`config.mk`:
```
export PLATFORM = sky130hd
export DESIGN_NAME = pulse_channel_frame_sequencer
export DESIGN_NICKNAME = d
export VERILOG_FILES = /design/src/design/pcfs_pkg.sv /design/src/design/pulse_channel_frame_sequencer.sv /design/src/design/pcfs_frame_seq.sv /design/src/design/pcfs_channel.sv
export SDC_FILE = /design/constraint.sdc
export NUM_CORES = 1
export LEC_CHECK = 0
export ABC_AREA = 1
export BUFFER_PORTS_ARGS = -buffer_cell sky130_fd_sc_hd__buf_2
export CORE_MARGIN = 5
export CORE_UTILIZATION = 25
export CTS_CLUSTER_DIAMETER = 150
export DETAILED_ROUTE_END_ITERATION = 10
export GPL_ROUTABILITY_DRIVEN = 0
export MAX_ROUTING_LAYER = met4
export PLACE_DENSITY = 0.42
export SYNTH_ARGS = -nofsm -noshare
export SYNTH_HDL_FRONTEND = slang
export SYNTH_SLANG_ARGS = --single-unit
```
`constraint.sdc`:
```
create_clock -name aclk -period 18.91 [get_ports aclk]
set_input_delay 4.7275 -clock aclk [delete_from_list [all_inputs] [get_ports aclk]]
set_output_delay 4.7275 -clock aclk [all_outputs]
set_load 0.01 [all_outputs]
```
`src/design/pcfs_pkg.sv`:
```
// Shared types, constants and the length table of the pulse channel frame sequencer.
// No dependencies; imported by every module of the block.
package pcfs_pkg;

    localparam int NUM_PULSE = 2;

    localparam logic CMD_TICK  = 1'b0;
    localparam logic CMD_WRITE = 1'b1;

    localparam logic [2:0] REG_ENABLE   = 3'd0;
    localparam logic [2:0] REG_ENVELOPE = 3'd1;
    localparam logic [2:0] REG_SWEEP    = 3'd2;
    localparam logic [2:0] REG_TIMER_LO = 3'd3;
    localparam logic [2:0] REG_TIMER_HI = 3'd4;
    localparam logic [2:0] REG_LENGTH   = 3'd5;
    localparam logic [2:0] REG_FRAME    = 3'd6;

    // Frame sequencer step counts
    localparam logic [15:0] FRM_QUARTER_1 = 16'd7457;
    localparam logic [15:0] FRM_HALF_1    = 16'd14913;
    localparam logic [15:0] FRM_QUARTER_3 = 16'd22371;
    localparam logic [15:0] FRM_HALF_4    = 16'd29829;
    localparam logic [15:0] FRM_HALF_5    = 16'd37281;
    localparam logic [15:0] FRM_WRAP_4    = 16'd29830;
    localparam logic [15:0] FRM_WRAP_5    = 16'd37282;

    localparam logic [10:0] PERIOD_MAX   = 11'h7ff;
    localparam logic [10:0] PERIOD_MIN   = 11'd8;
    localparam logic [3:0]  ENV_MAX      = 4'd15;
    localparam logic [7:0]  LENGTH_RESET = 8'd7;

    localparam int S_TDATA_W = 16;
    localparam int S_TUSER_W = 4;
    localparam int M_TDATA_W = 32;

    typedef struct packed {
        logic       wr_en;
        logic [2:0] sel;
        logic [7:0] data;
    } pcfs_wr_t;

    typedef struct packed {
        logic quarter;
        logic half;
    } pcfs_frame_t;

    typedef struct packed {
        logic [3:0]  vol;
        logic [10:0] period;
        logic        audible;
    } pcfs_chan_out_t;

    function automatic logic [7:0] len_lookup(input logic [4:0] idx);
        logic [7:0] v;
        case (idx)
            5'd0:  v = 8'd10;
            5'd1:  v = 8'd254;
            5'd2:  v = 8'd20;
            5'd3:  v = 8'd2;
            5'd4:  v = 8'd40;
            5'd5:  v = 8'd4;
            5'd6:  v = 8'd80;
            5'd7:  v = 8'd6;
            5'd8:  v = 8'd160;
            5'd9:  v = 8'd8;
            5'd10: v = 8'd60;
            5'd11: v = 8'd10;
            5'd12: v = 8'd14;
            5'd13: v = 8'd12;
            5'd14: v = 8'd26;
            5'd15: v = 8'd14;
            5'd16: v = 8'd12;
            5'd17: v = 8'd16;
            5'd18: v = 8'd24;
            5'd19: v = 8'd18;
            5'd20: v = 8'd48;
            5'd21: v = 8'd20;
            5'd22: v = 8'd96;
            5'd23: v = 8'd22;
            5'd24: v = 8'd192;
            5'd25: v = 8'd24;
            5'd26: v = 8'd72;
            5'd27: v = 8'd26;
            5'd28: v = 8'd16;
            5'd29: v = 8'd28;
            5'd30: v = 8'd32;
            default: v = 8'd30;
        endcase
        return v;
    endfunction

endpackage

```
`src/design/pulse_channel_frame_sequencer.sv`:
```
// Top level of the pulse channel frame sequencer: input register, channels, result register.
// Depends on pcfs_pkg, pcfs_frame_seq and pcfs_channel.
//
// Control section of NUM_PULSE pulse channels plus the shared frame sequencer.
// Each input transaction is either a frame half-clock tick (tuser bit 0 low) or a
// register write (tuser bit 0 high, register select in tuser, channel and byte in
// tdata). Every input transaction yields exactly one result transaction carrying,
// for channels 0 and 1, the volume, the 11-bit timer period and the audible flag
// after the update; a channel index the block does not implement reports zeros.
// The block sustains one transaction per clock while the result side takes its results:
// an input register holds the accepted transaction, a single pass of logic updates the
// channel state, and a result register presents the outcome from the next clock edge on.
// Backpressure on the result side stalls the input register only when the result
// register is still full; there is no reset sweep.
module pulse_channel_frame_sequencer (
    input  logic                            aclk,
    input  logic                            aresetn,
    input  logic                            s_tvalid,
    output logic                            s_tready,
    input  logic [pcfs_pkg::S_TDATA_W-1:0]  s_tdata,  // chan[0], data[8:1], zero[15:9]
    input  logic [pcfs_pkg::S_TUSER_W-1:0]  s_tuser,  // cmd[0], reg_sel[3:1]
    output logic                            m_tvalid,
    input  logic                            m_tready,
    // vol_a[3:0], vol_b[7:4], period_a[18:8], period_b[29:19],
    // audible_a[30], audible_b[31]
    output logic [pcfs_pkg::M_TDATA_W-1:0]  m_tdata
);
    import pcfs_pkg::*;

    // input register
    logic        in_vld_reg, in_vld_next;
    logic        cmd_reg;
    logic        chan_reg;
    logic [2:0]  sel_reg;
    logic [7:0]  data_reg;

    // result register
    logic                 m_tvalid_reg, m_tvalid_next;
    logic [M_TDATA_W-1:0] m_tdata_reg;

    logic                 s_accept;
    logic                 out_free;
    logic                 proc;
    logic                 is_tick;
    logic                 is_write;
    pcfs_frame_t          frame;
    pcfs_chan_out_t       ch_out [NUM_PULSE];
    pcfs_chan_out_t       res_a;
    pcfs_chan_out_t       res_b;

    // result register can take a new value when empty or being drained
    assign out_free = !m_tvalid_reg || m_tready;
    assign proc     = in_vld_reg && out_free;
    assign s_tready = !in_vld_reg || out_free;
    assign s_accept = s_tvalid && s_tready;
    assign is_tick  = proc && cmd_reg == CMD_TICK;
    assign is_write = proc && cmd_reg == CMD_WRITE;

    always_comb begin
        in_vld_next = in_vld_reg;
        if (s_accept) begin
            in_vld_next = 1'b1;
        end else if (proc) begin
            in_vld_next = 1'b0;
        end
    end

    always_comb begin
        m_tvalid_next = m_tvalid_reg;
        if (proc) begin
            m_tvalid_next = 1'b1;
        end else if (m_tready) begin
            m_tvalid_next = 1'b0;
        end
    end

    always_ff @(posedge aclk) begin
        if (!aresetn) begin
            in_vld_reg   <= 1'b0;
            m_tvalid_reg <= 1'b0;
        end else begin
            in_vld_reg   <= in_vld_next;
            m_tvalid_reg <= m_tvalid_next;
        end
    end

    // hold the transaction payload until it is processed
    always_ff @(posedge aclk) begin
        if (s_accept) begin
            cmd_reg  <= s_tuser[0];
            sel_reg  <= s_tuser[3:1];
            chan_reg <= s_tdata[0];
            data_reg <= s_tdata[8:1];
        end
    end

    pcfs_frame_seq u_frame_seq (
        .aclk      (aclk),
        .aresetn   (aresetn),
        .tick      (is_tick),
        .mode_wr   (is_write && sel_reg == REG_FRAME),
        .mode_five (data_reg[7]),
        .frame     (frame)
    );

    for (genvar c = 0; c < NUM_PULSE; c++) begin : g_chan
        pcfs_wr_t wr;

        // frame-mode writes are shared; drop them here
        assign wr.wr_en = is_write && int'(chan_reg) == c && sel_reg != REG_FRAME;
        assign wr.sel   = sel_reg;
        assign wr.data  = data_reg;

        pcfs_channel u_channel (
            .aclk    (aclk),
            .aresetn (aresetn),
            .wr      (wr),
            .frame   (frame),
            .res     (ch_out[c])
        );
    end

    // report zeros for channels the block does not implement
    if (NUM_PULSE > 0) begin : g_res_a
        assign res_a = ch_out[0];
    end else begin : g_res_a_zero
        assign res_a = '0;
    end

    if (NUM_PULSE > 1) begin : g_res_b
        assign res_b = ch_out[1];
    end else begin : g_res_b_zero
        assign res_b = '0;
    end

    always_ff @(posedge aclk) begin
        if (proc) begin
            m_tdata_reg <= {res_b.audible, res_a.audible, res_b.period, res_a.period,
                            res_b.vol, res_a.vol};
        end
    end

    assign m_tvalid = m_tvalid_reg;
    assign m_tdata  = m_tdata_reg;

endmodule

```
`src/design/pcfs_frame_seq.sv`:
```
// Frame sequencer: half-clock counter, 4/5-step mode, quarter and half frame strobes.
// Depends on pcfs_pkg.
module pcfs_frame_seq (
    input  logic                 aclk,
    input  logic                 aresetn,
    input  logic                 tick,
    input  logic                 mode_wr,
    input  logic                 mode_five,
    output pcfs_pkg::pcfs_frame_t frame
);
    import pcfs_pkg::*;

    logic [15:0] count_reg, count_next;
    logic        five_reg, five_next;
    logic [15:0] count_inc;
    logic        half_hit;
    logic        quarter_hit;

    assign count_inc   = count_reg + 16'd1;
    assign half_hit    = (count_inc == FRM_HALF_1)
                       || (!five_reg && count_inc == FRM_HALF_4)
                       || (five_reg && count_inc == FRM_HALF_5);
    assign quarter_hit = half_hit || count_inc == FRM_QUARTER_1 || count_inc == FRM_QUARTER_3;

    assign frame.half    = tick && half_hit;
    assign frame.quarter = tick && quarter_hit;

    always_comb begin
        count_next = count_reg;
        five_next  = five_reg;
        if (mode_wr) begin
            five_next  = mode_five;
            count_next = '0;
        end else if (tick) begin
            // return to zero one count past the last step of the sequence
            if (count_inc == (five_reg ? FRM_WRAP_5 : FRM_WRAP_4)) begin
                count_next = '0;
            end else begin
                count_next = count_inc;
            end
        end
    end

    always_ff @(posedge aclk) begin
        if (!aresetn) begin
            count_reg <= '0;
            five_reg  <= 1'b0;
        end else begin
            count_reg <= count_next;
            five_reg  <= five_next;
        end
    end

endmodule

```
`src/design/pcfs_channel.sv`:
```
// One pulse channel: enable, length counter, envelope and sweep unit state.
// Depends on pcfs_pkg; instantiated once per channel by the top level.
module pcfs_channel (
    input  logic                    aclk,
    input  logic                    aresetn,
    input  pcfs_pkg::pcfs_wr_t      wr,
    input  pcfs_pkg::pcfs_frame_t   frame,
    output pcfs_pkg::pcfs_chan_out_t res
);
    import pcfs_pkg::*;

    logic        en_reg, en_next;
    logic [7:0]  len_reg, len_next;
    logic [10:0] period_reg, period_next;
    logic        halt_reg, halt_next;
    logic        constv_reg, constv_next;
    logic [3:0]  eparam_reg, eparam_next;
    logic        estart_reg, estart_next;
    logic [3:0]  ediv_reg, ediv_next;
    logic [3:0]  elevel_reg, elevel_next;
    logic        son_reg, son_next;
    logic [2:0]  speriod_reg, speriod_next;
    logic        sdown_reg, sdown_next;
    logic [2:0]  sshift_reg, sshift_next;
    logic        sreload_reg, sreload_next;
    logic [2:0]  sdiv_reg, sdiv_next;
    logic [11:0] goal_reg, goal_next;
    logic        mute_reg, mute_next;

    logic        regoal;
    logic [10:0] shift_amt;
    logic [11:0] goal_calc;
    logic [3:0]  vol;

    // goal from the final period, shift and direction of this step
    assign shift_amt = period_next >> sshift_next;
    assign goal_calc = sdown_next ? ({1'b0, period_next} - {1'b0, shift_amt})
                                  : ({1'b0, period_next} + {1'b0, shift_amt});

    always_comb begin
        en_next      = en_reg;
        len_next     = len_reg;
        period_next  = period_reg;
        halt_next    = halt_reg;
        constv_next  = constv_reg;
        eparam_next  = eparam_reg;
        estart_next  = estart_reg;
        ediv_next    = ediv_reg;
        elevel_next  = elevel_reg;
        son_next     = son_reg;
        speriod_next = speriod_reg;
        sdown_next   = sdown_reg;
        sshift_next  = sshift_reg;
        sreload_next = sreload_reg;
        sdiv_next    = sdiv_reg;
        regoal       = 1'b0;

        if (wr.wr_en) begin
            unique case (wr.sel)
                REG_ENABLE: begin
                    en_next = wr.data[0];
                    if (!wr.data[0]) begin
                        len_next = '0;
                    end
                end
                REG_ENVELOPE: begin
                    eparam_next = wr.data[3:0];
                    constv_next = wr.data[4];
                    halt_next   = wr.data[5];
                end
                REG_SWEEP: begin
                    son_next     = wr.data[7];
                    speriod_next = wr.data[6:4];
                    sdown_next   = wr.data[3];
                    sshift_next  = wr.data[2:0];
                    sreload_next = 1'b1;
                    regoal       = 1'b1;
                end
                REG_TIMER_LO: begin
                    period_next = {period_reg[10:8], wr.data};
                    regoal      = 1'b1;
                end
                REG_TIMER_HI: begin
                    period_next = {wr.data[2:0], period_reg[7:0]};
                    regoal      = 1'b1;
                end
                REG_LENGTH: begin
                    if (en_reg) begin
                        len_next    = len_lookup(wr.data[4:0]);
                        estart_next = 1'b1;
                    end
                end
                default: begin
                end
            endcase
        end

        if (frame.half && len_reg != 8'd0 && !halt_reg) begin
            len_next = len_reg - 8'd1;
        end

        if (frame.quarter) begin
            if (estart_reg) begin
                estart_next = 1'b0;
                elevel_next = ENV_MAX;
                ediv_next   = eparam_reg;
            end else if (ediv_reg == 4'd0) begin
                ediv_next = eparam_reg;
                if (elevel_reg == 4'd0) begin
                    if (halt_reg) begin
                        elevel_next = ENV_MAX;
                    end
                end else begin
                    elevel_next = elevel_reg - 4'd1;
                end
            end else begin
                ediv_next = ediv_reg - 4'd1;
            end
        end

        if (frame.half) begin
            if (son_reg && sdiv_reg == 3'd0 && sshift_reg != 3'd0 && !mute_reg) begin
                period_next = goal_reg[10:0];
                regoal      = 1'b1;
            end
            if (sdiv_reg == 3'd0 || sreload_reg) begin
                sdiv_next    = speriod_reg;
                sreload_next = 1'b0;
            end else begin
                sdiv_next = sdiv_reg - 3'd1;
            end
        end
    end

    always_comb begin
        goal_next = goal_reg;
        mute_next = mute_reg;
        if (regoal) begin
            goal_next = goal_calc;
            mute_next = (period_next < PERIOD_MIN) || (goal_calc > {1'b0, PERIOD_MAX});
        end
    end

    assign vol         = constv_next ? eparam_next : elevel_next;
    assign res.vol     = vol;
    assign res.period  = period_next;
    assign res.audible = en_next && vol != 4'd0 && len_next != 8'd0 && !mute_next;

    always_ff @(posedge aclk) begin
        if (!aresetn) begin
            en_reg      <= 1'b0;
            len_reg     <= LENGTH_RESET;
            period_reg  <= '0;
            halt_reg    <= 1'b0;
            constv_reg  <= 1'b0;
            eparam_reg  <= '0;
            estart_reg  <= 1'b0;
            ediv_reg    <= '0;
            elevel_reg  <= '0;
            son_reg     <= 1'b0;
            speriod_reg <= '0;
            sdown_reg   <= 1'b0;
            sshift_reg  <= '0;
            sreload_reg <= 1'b0;
            sdiv_reg    <= '0;
            goal_reg    <= '0;
            mute_reg    <= 1'b0;
        end else begin
            en_reg      <= en_next;
            len_reg     <= len_next;
            period_reg  <= period_next;
            halt_reg    <= halt_next;
            constv_reg  <= constv_next;
            eparam_reg  <= eparam_next;
            estart_reg  <= estart_next;
            ediv_reg    <= ediv_next;
            elevel_reg  <= elevel_next;
            son_reg     <= son_next;
            speriod_reg <= speriod_next;
            sdown_reg   <= sdown_next;
            sshift_reg  <= sshift_next;
            sreload_reg <= sreload_next;
            sdiv_reg    <= sdiv_next;
            goal_reg    <= goal_next;
            mute_reg    <= mute_next;
        end
    end

endmodule

```
==> flow_metrics.env <==
export IMPL_port_buffers=50
export IMPL_hold_ws_ns=0.469
export IMPL_yosys_area_share_xor_xnor=0.0230
export IMPL_detail_route_wl_per_cell_um=15.3
export IMPL_switchingPower_mw=0.277
export IMPL_tightest_slew_ns=1.14
export IMPL_ys_ff_latch=189
export IMPL_syn_area_um2=12600
export IMPL_final_common_cell="nand2_1"
export IMPL_drc=0
export IMPL_worstHoldStart="g_chan[0].u_channel.goal_reg[1]"
export IMPL_cts_tree="done"
export IMPL_hold_class="flop to flop"
export IMPL_htree_levels=4
export IMPL_fin_crit_sh=0.527
export IMPL_vias=12200
export IMPL_critPathMaxStageDelay_ns=0.17
export IMPL_dieArea_um2=54900
export IMPL_dr_pass1_iters=5
export IMPL_drtIter0Drc=865
export IMPL_synth_top_area_cell="dfxtp_1"
export IMPL_seqPwrFrac=0.457
export IMPL_setup_slack_ns=8.95
export IMPL_crit_start="m_tready"
export IMPL_largest_reg_flops=32
export IMPL_rsz0062_at_grt="false"
export IMPL_period_minus_slack_ns=9.96
export IMPL_antenna_cells=0
export IMPL_status="finished clean"
export IMPL_insertion_delay_ns=0.50
export IMPL_cp_start_kind="input pin"
export IMPL_crit_path_max_fanout=3
export IMPL_dieHeight_um=234
export IMPL_grt_busiest_layer="met2"
export IMPL_syn_area_per_cell_um2=6.56
export IMPL_met3_usage=0.0286
export IMPL_critical_path_class="input pin to primary output"
export IMPL_synth_area_leaders="dfxtp_1, nand2_1, edfxtp_1"
export IMPL_ant_nets=0
export IMPL_path_depth=4
export IMPL_grt_pass1_wl_um=63600
export IMPL_async_flop_share=0
export IMPL_hold_buffers=0
export IMPL_core_area_um2=50000
export IMPL_cts_buffer_depth=2
export IMPL_place_hpwl_um=30200
export IMPL_clkSinkCount=189
export IMPL_synth_net_count=1980
export IMPL_critPathRequiredTime_ns=14.18
export IMPL_synth_simple_area_share=0.358
export IMPL_setup_tns_final_ns=0
export IMPL_power_density_nw_per_um2=66.1
export IMPL_power_total_mw=0.935
export IMPL_post_cts_buffers=0
export IMPL_wl_um=40200
export IMPL_ioPinCount=58
export IMPL_synth_edff_count=45
export IMPL_numCtsBuffers=17
export IMPL_yosys_most_used_dff="dfxtp_1"
export IMPL_hold_viol_final=0
export IMPL_met1_usage=0.202
export IMPL_synthCells=1917
export IMPL_cts_root_buf="clkbuf_16"
export IMPL_ys_seq_area_frac=0.336
export IMPL_yosysTopAreaCellShare=0.229
export IMPL_end_kind="primary output"
export IMPL_critical_path_top_delay_family="buffers and inverters"
export IMPL_synth_top_family_by_area="simple AND/OR/NAND/NOR gates"
export IMPL_clkPwrFrac=0.412
export IMPL_cp_slowest_cell="buf_2"
export IMPL_fmax_mhz=100
export IMPL_setup_violations=0
export IMPL_place_inst=2597
export IMPL_slew_viol_final=0
export IMPL_grt_usage=0.152
export IMPL_dp_slack_ns=8.63
export IMPL_grt_pass1_vias=11500
export IMPL_yosys_warnings=0
export IMPL_p_leak_nw=6.50
export IMPL_clk_pin_slew_ns=0.08
export IMPL_fp_dieW_um=234
export IMPL_drv_cap=0
export IMPL_ys_types=56
export IMPL_reg2reg_to="m_tdata[31]"
export IMPL_ir_worst_vdd_v=0.0000403
export IMPL_cpMostUsedCell="buf_2"
export IMPL_finClkSkew_ns=0.0147
export IMPL_antenna_found_initial=0
export IMPL_cp_endpoint="s_tready"
export IMPL_maxSlewHeadroom=0.238
export IMPL_layout_drive_gt1_share=0.0915
export IMPL_syn_to_final_growth_pct=12.3
export IMPL_final_cell_mix="nand2_1, inv_1, nand3_1"
export IMPL_swShare=0.296
export IMPL_use_met2=0.241
export IMPL_cp_cell_sequence="buf_2 -> inv_1 -> nand3_1 -> buf_2"
export IMPL_row_count=82
export IMPL_fin_cells=2629
export IMPL_grt_overflow_total=0
export IMPL_worst_r2r_setup_slack_ns=12.90
export IMPL_cp_arrival_ns=5.23
export IMPL_p_comb_frac=0.131
export IMPL_p_int_mw=0.658
export IMPL_nNetsFinal=2007
export IMPL_grt_max_degree=53
export IMPL_reg2reg_from="sel_reg[0]"
export IMPL_avgViaCountPerCell=4.65
export IMPL_cts_resized=0
export IMPL_yosys_mux_area_fraction=0.00875
export IMPL_synth_compound_area_share=0.135
export IMPL_synthAdderAreaFrac=0.0394
export IMPL_initial_utilization=0.252
export IMPL_cp_buffers_inverters=3
export IMPL_r2r_cells=25
final cells by class:
cell class / instances / area [um2]
clock buffer: 17 / 425
multi-input combinational: 1404 / 7110
tap: 672 / 841
timing repair buffer: 59 / 318
sequential: 189 / 4230
inverter: 273 / 1020
fill: 5576 / 35800
clock inverter: 15 / 180
cell usage after synthesis (12+ instances only):
library cell	number
nand2_1	470
clkbuf_1	36
edfxtp_1	45
a21oi_1	88
o22ai_1	26
dfxtp_1	144
nand4_1	28
xor2_1	24
nand3_1	216
nor2_1	206
nand2_2	41
ha_1	38
inv_1	255
nor2_2	12
o21ai_0	130
worst reg2reg max path, cell delays in order (launching register included):
cell	delay, ns
edfxtp_1	0.51
nor3_2	0.29
nor2_1	0.08
nand2_1	0.65
nor2_2	0.22
o22ai_1	0.86
inv_1	0.56
nand3_1	0.30
nand3_1	0.12
nand2_2	0.18
ha_1	0.18
nor2_1	0.06
xor2_1	0.20
ha_1	0.35
a21oi_1	0.17
inv_1	0.06
a31oi_1	0.19
inv_1	0.06
nand3_1	0.10
nand2_1	0.06
nand2_1	0.12
o21ai_2	0.09
nand2_1	0.09
nand3_1	0.08
nand3_2	0.10
a21oi_1	0.06
per-stage QoR:
stage / util / area [um2]
after floorplan: - / 12600
after global placement: 0.271 / 13500
after detailed placement: 0.271 / 13500
after CTS: 0.283 / 14100
after global routing: 0.283 / 14100
final: 0.283 / 14100
worst min path at each step:
| stage | end | slack (ns) | depth (start not counted) |
|---|---|---|---|
| floorplan | g_chan[0].u_channel.goal_reg[1] | 0.42 | 2 |
| global placement | g_chan[0].u_channel.goal_reg[1] | 0.46 | 2 |
| detailed placement | g_chan[0].u_channel.goal_reg[1] | 0.47 | 2 |
| CTS | g_chan[0].u_channel.goal_reg[1] | 0.48 | 2 |
| global route | g_chan[0].u_channel.goal_reg[1] | 0.51 | 2 |
| finish | g_chan[0].u_channel.goal_reg[1] | 0.47 | 2 |
routing by layer:
layer,vias up,share of wire
li1,6336,-
met1,5655,0.50
met2,192,0.46
met3,33,0.035
met4,0,0.012
met5,-,0
kinds of logic (layout without fill, tap and decap cells):
group / Yosys count / after routing
AND/OR/NAND/NOR: 1018 / 1018
AO/OA/AOI/OAI: 303 / 303
XOR/XNOR: 33 / 33
buffers and inverters: 324 / 364
multiplexers: 11 / 11
adder cells (fa/ha/maj): 39 / 39
flip-flops: 189 / 189
power groups by stage:
stage          logic, mW  registers, mW  clock network (mW)
6_report           0.122          0.427               0.385
5_1_grt            0.137          0.428               0.416
4_1_cts            0.123          0.428               0.404
3_5_place_dp       0.122          0.437                   0
3_3_place_gp       0.123          0.437                   0
2_1_floorplan     0.0848          0.436                   0
(Power assumes the default switching activity.)
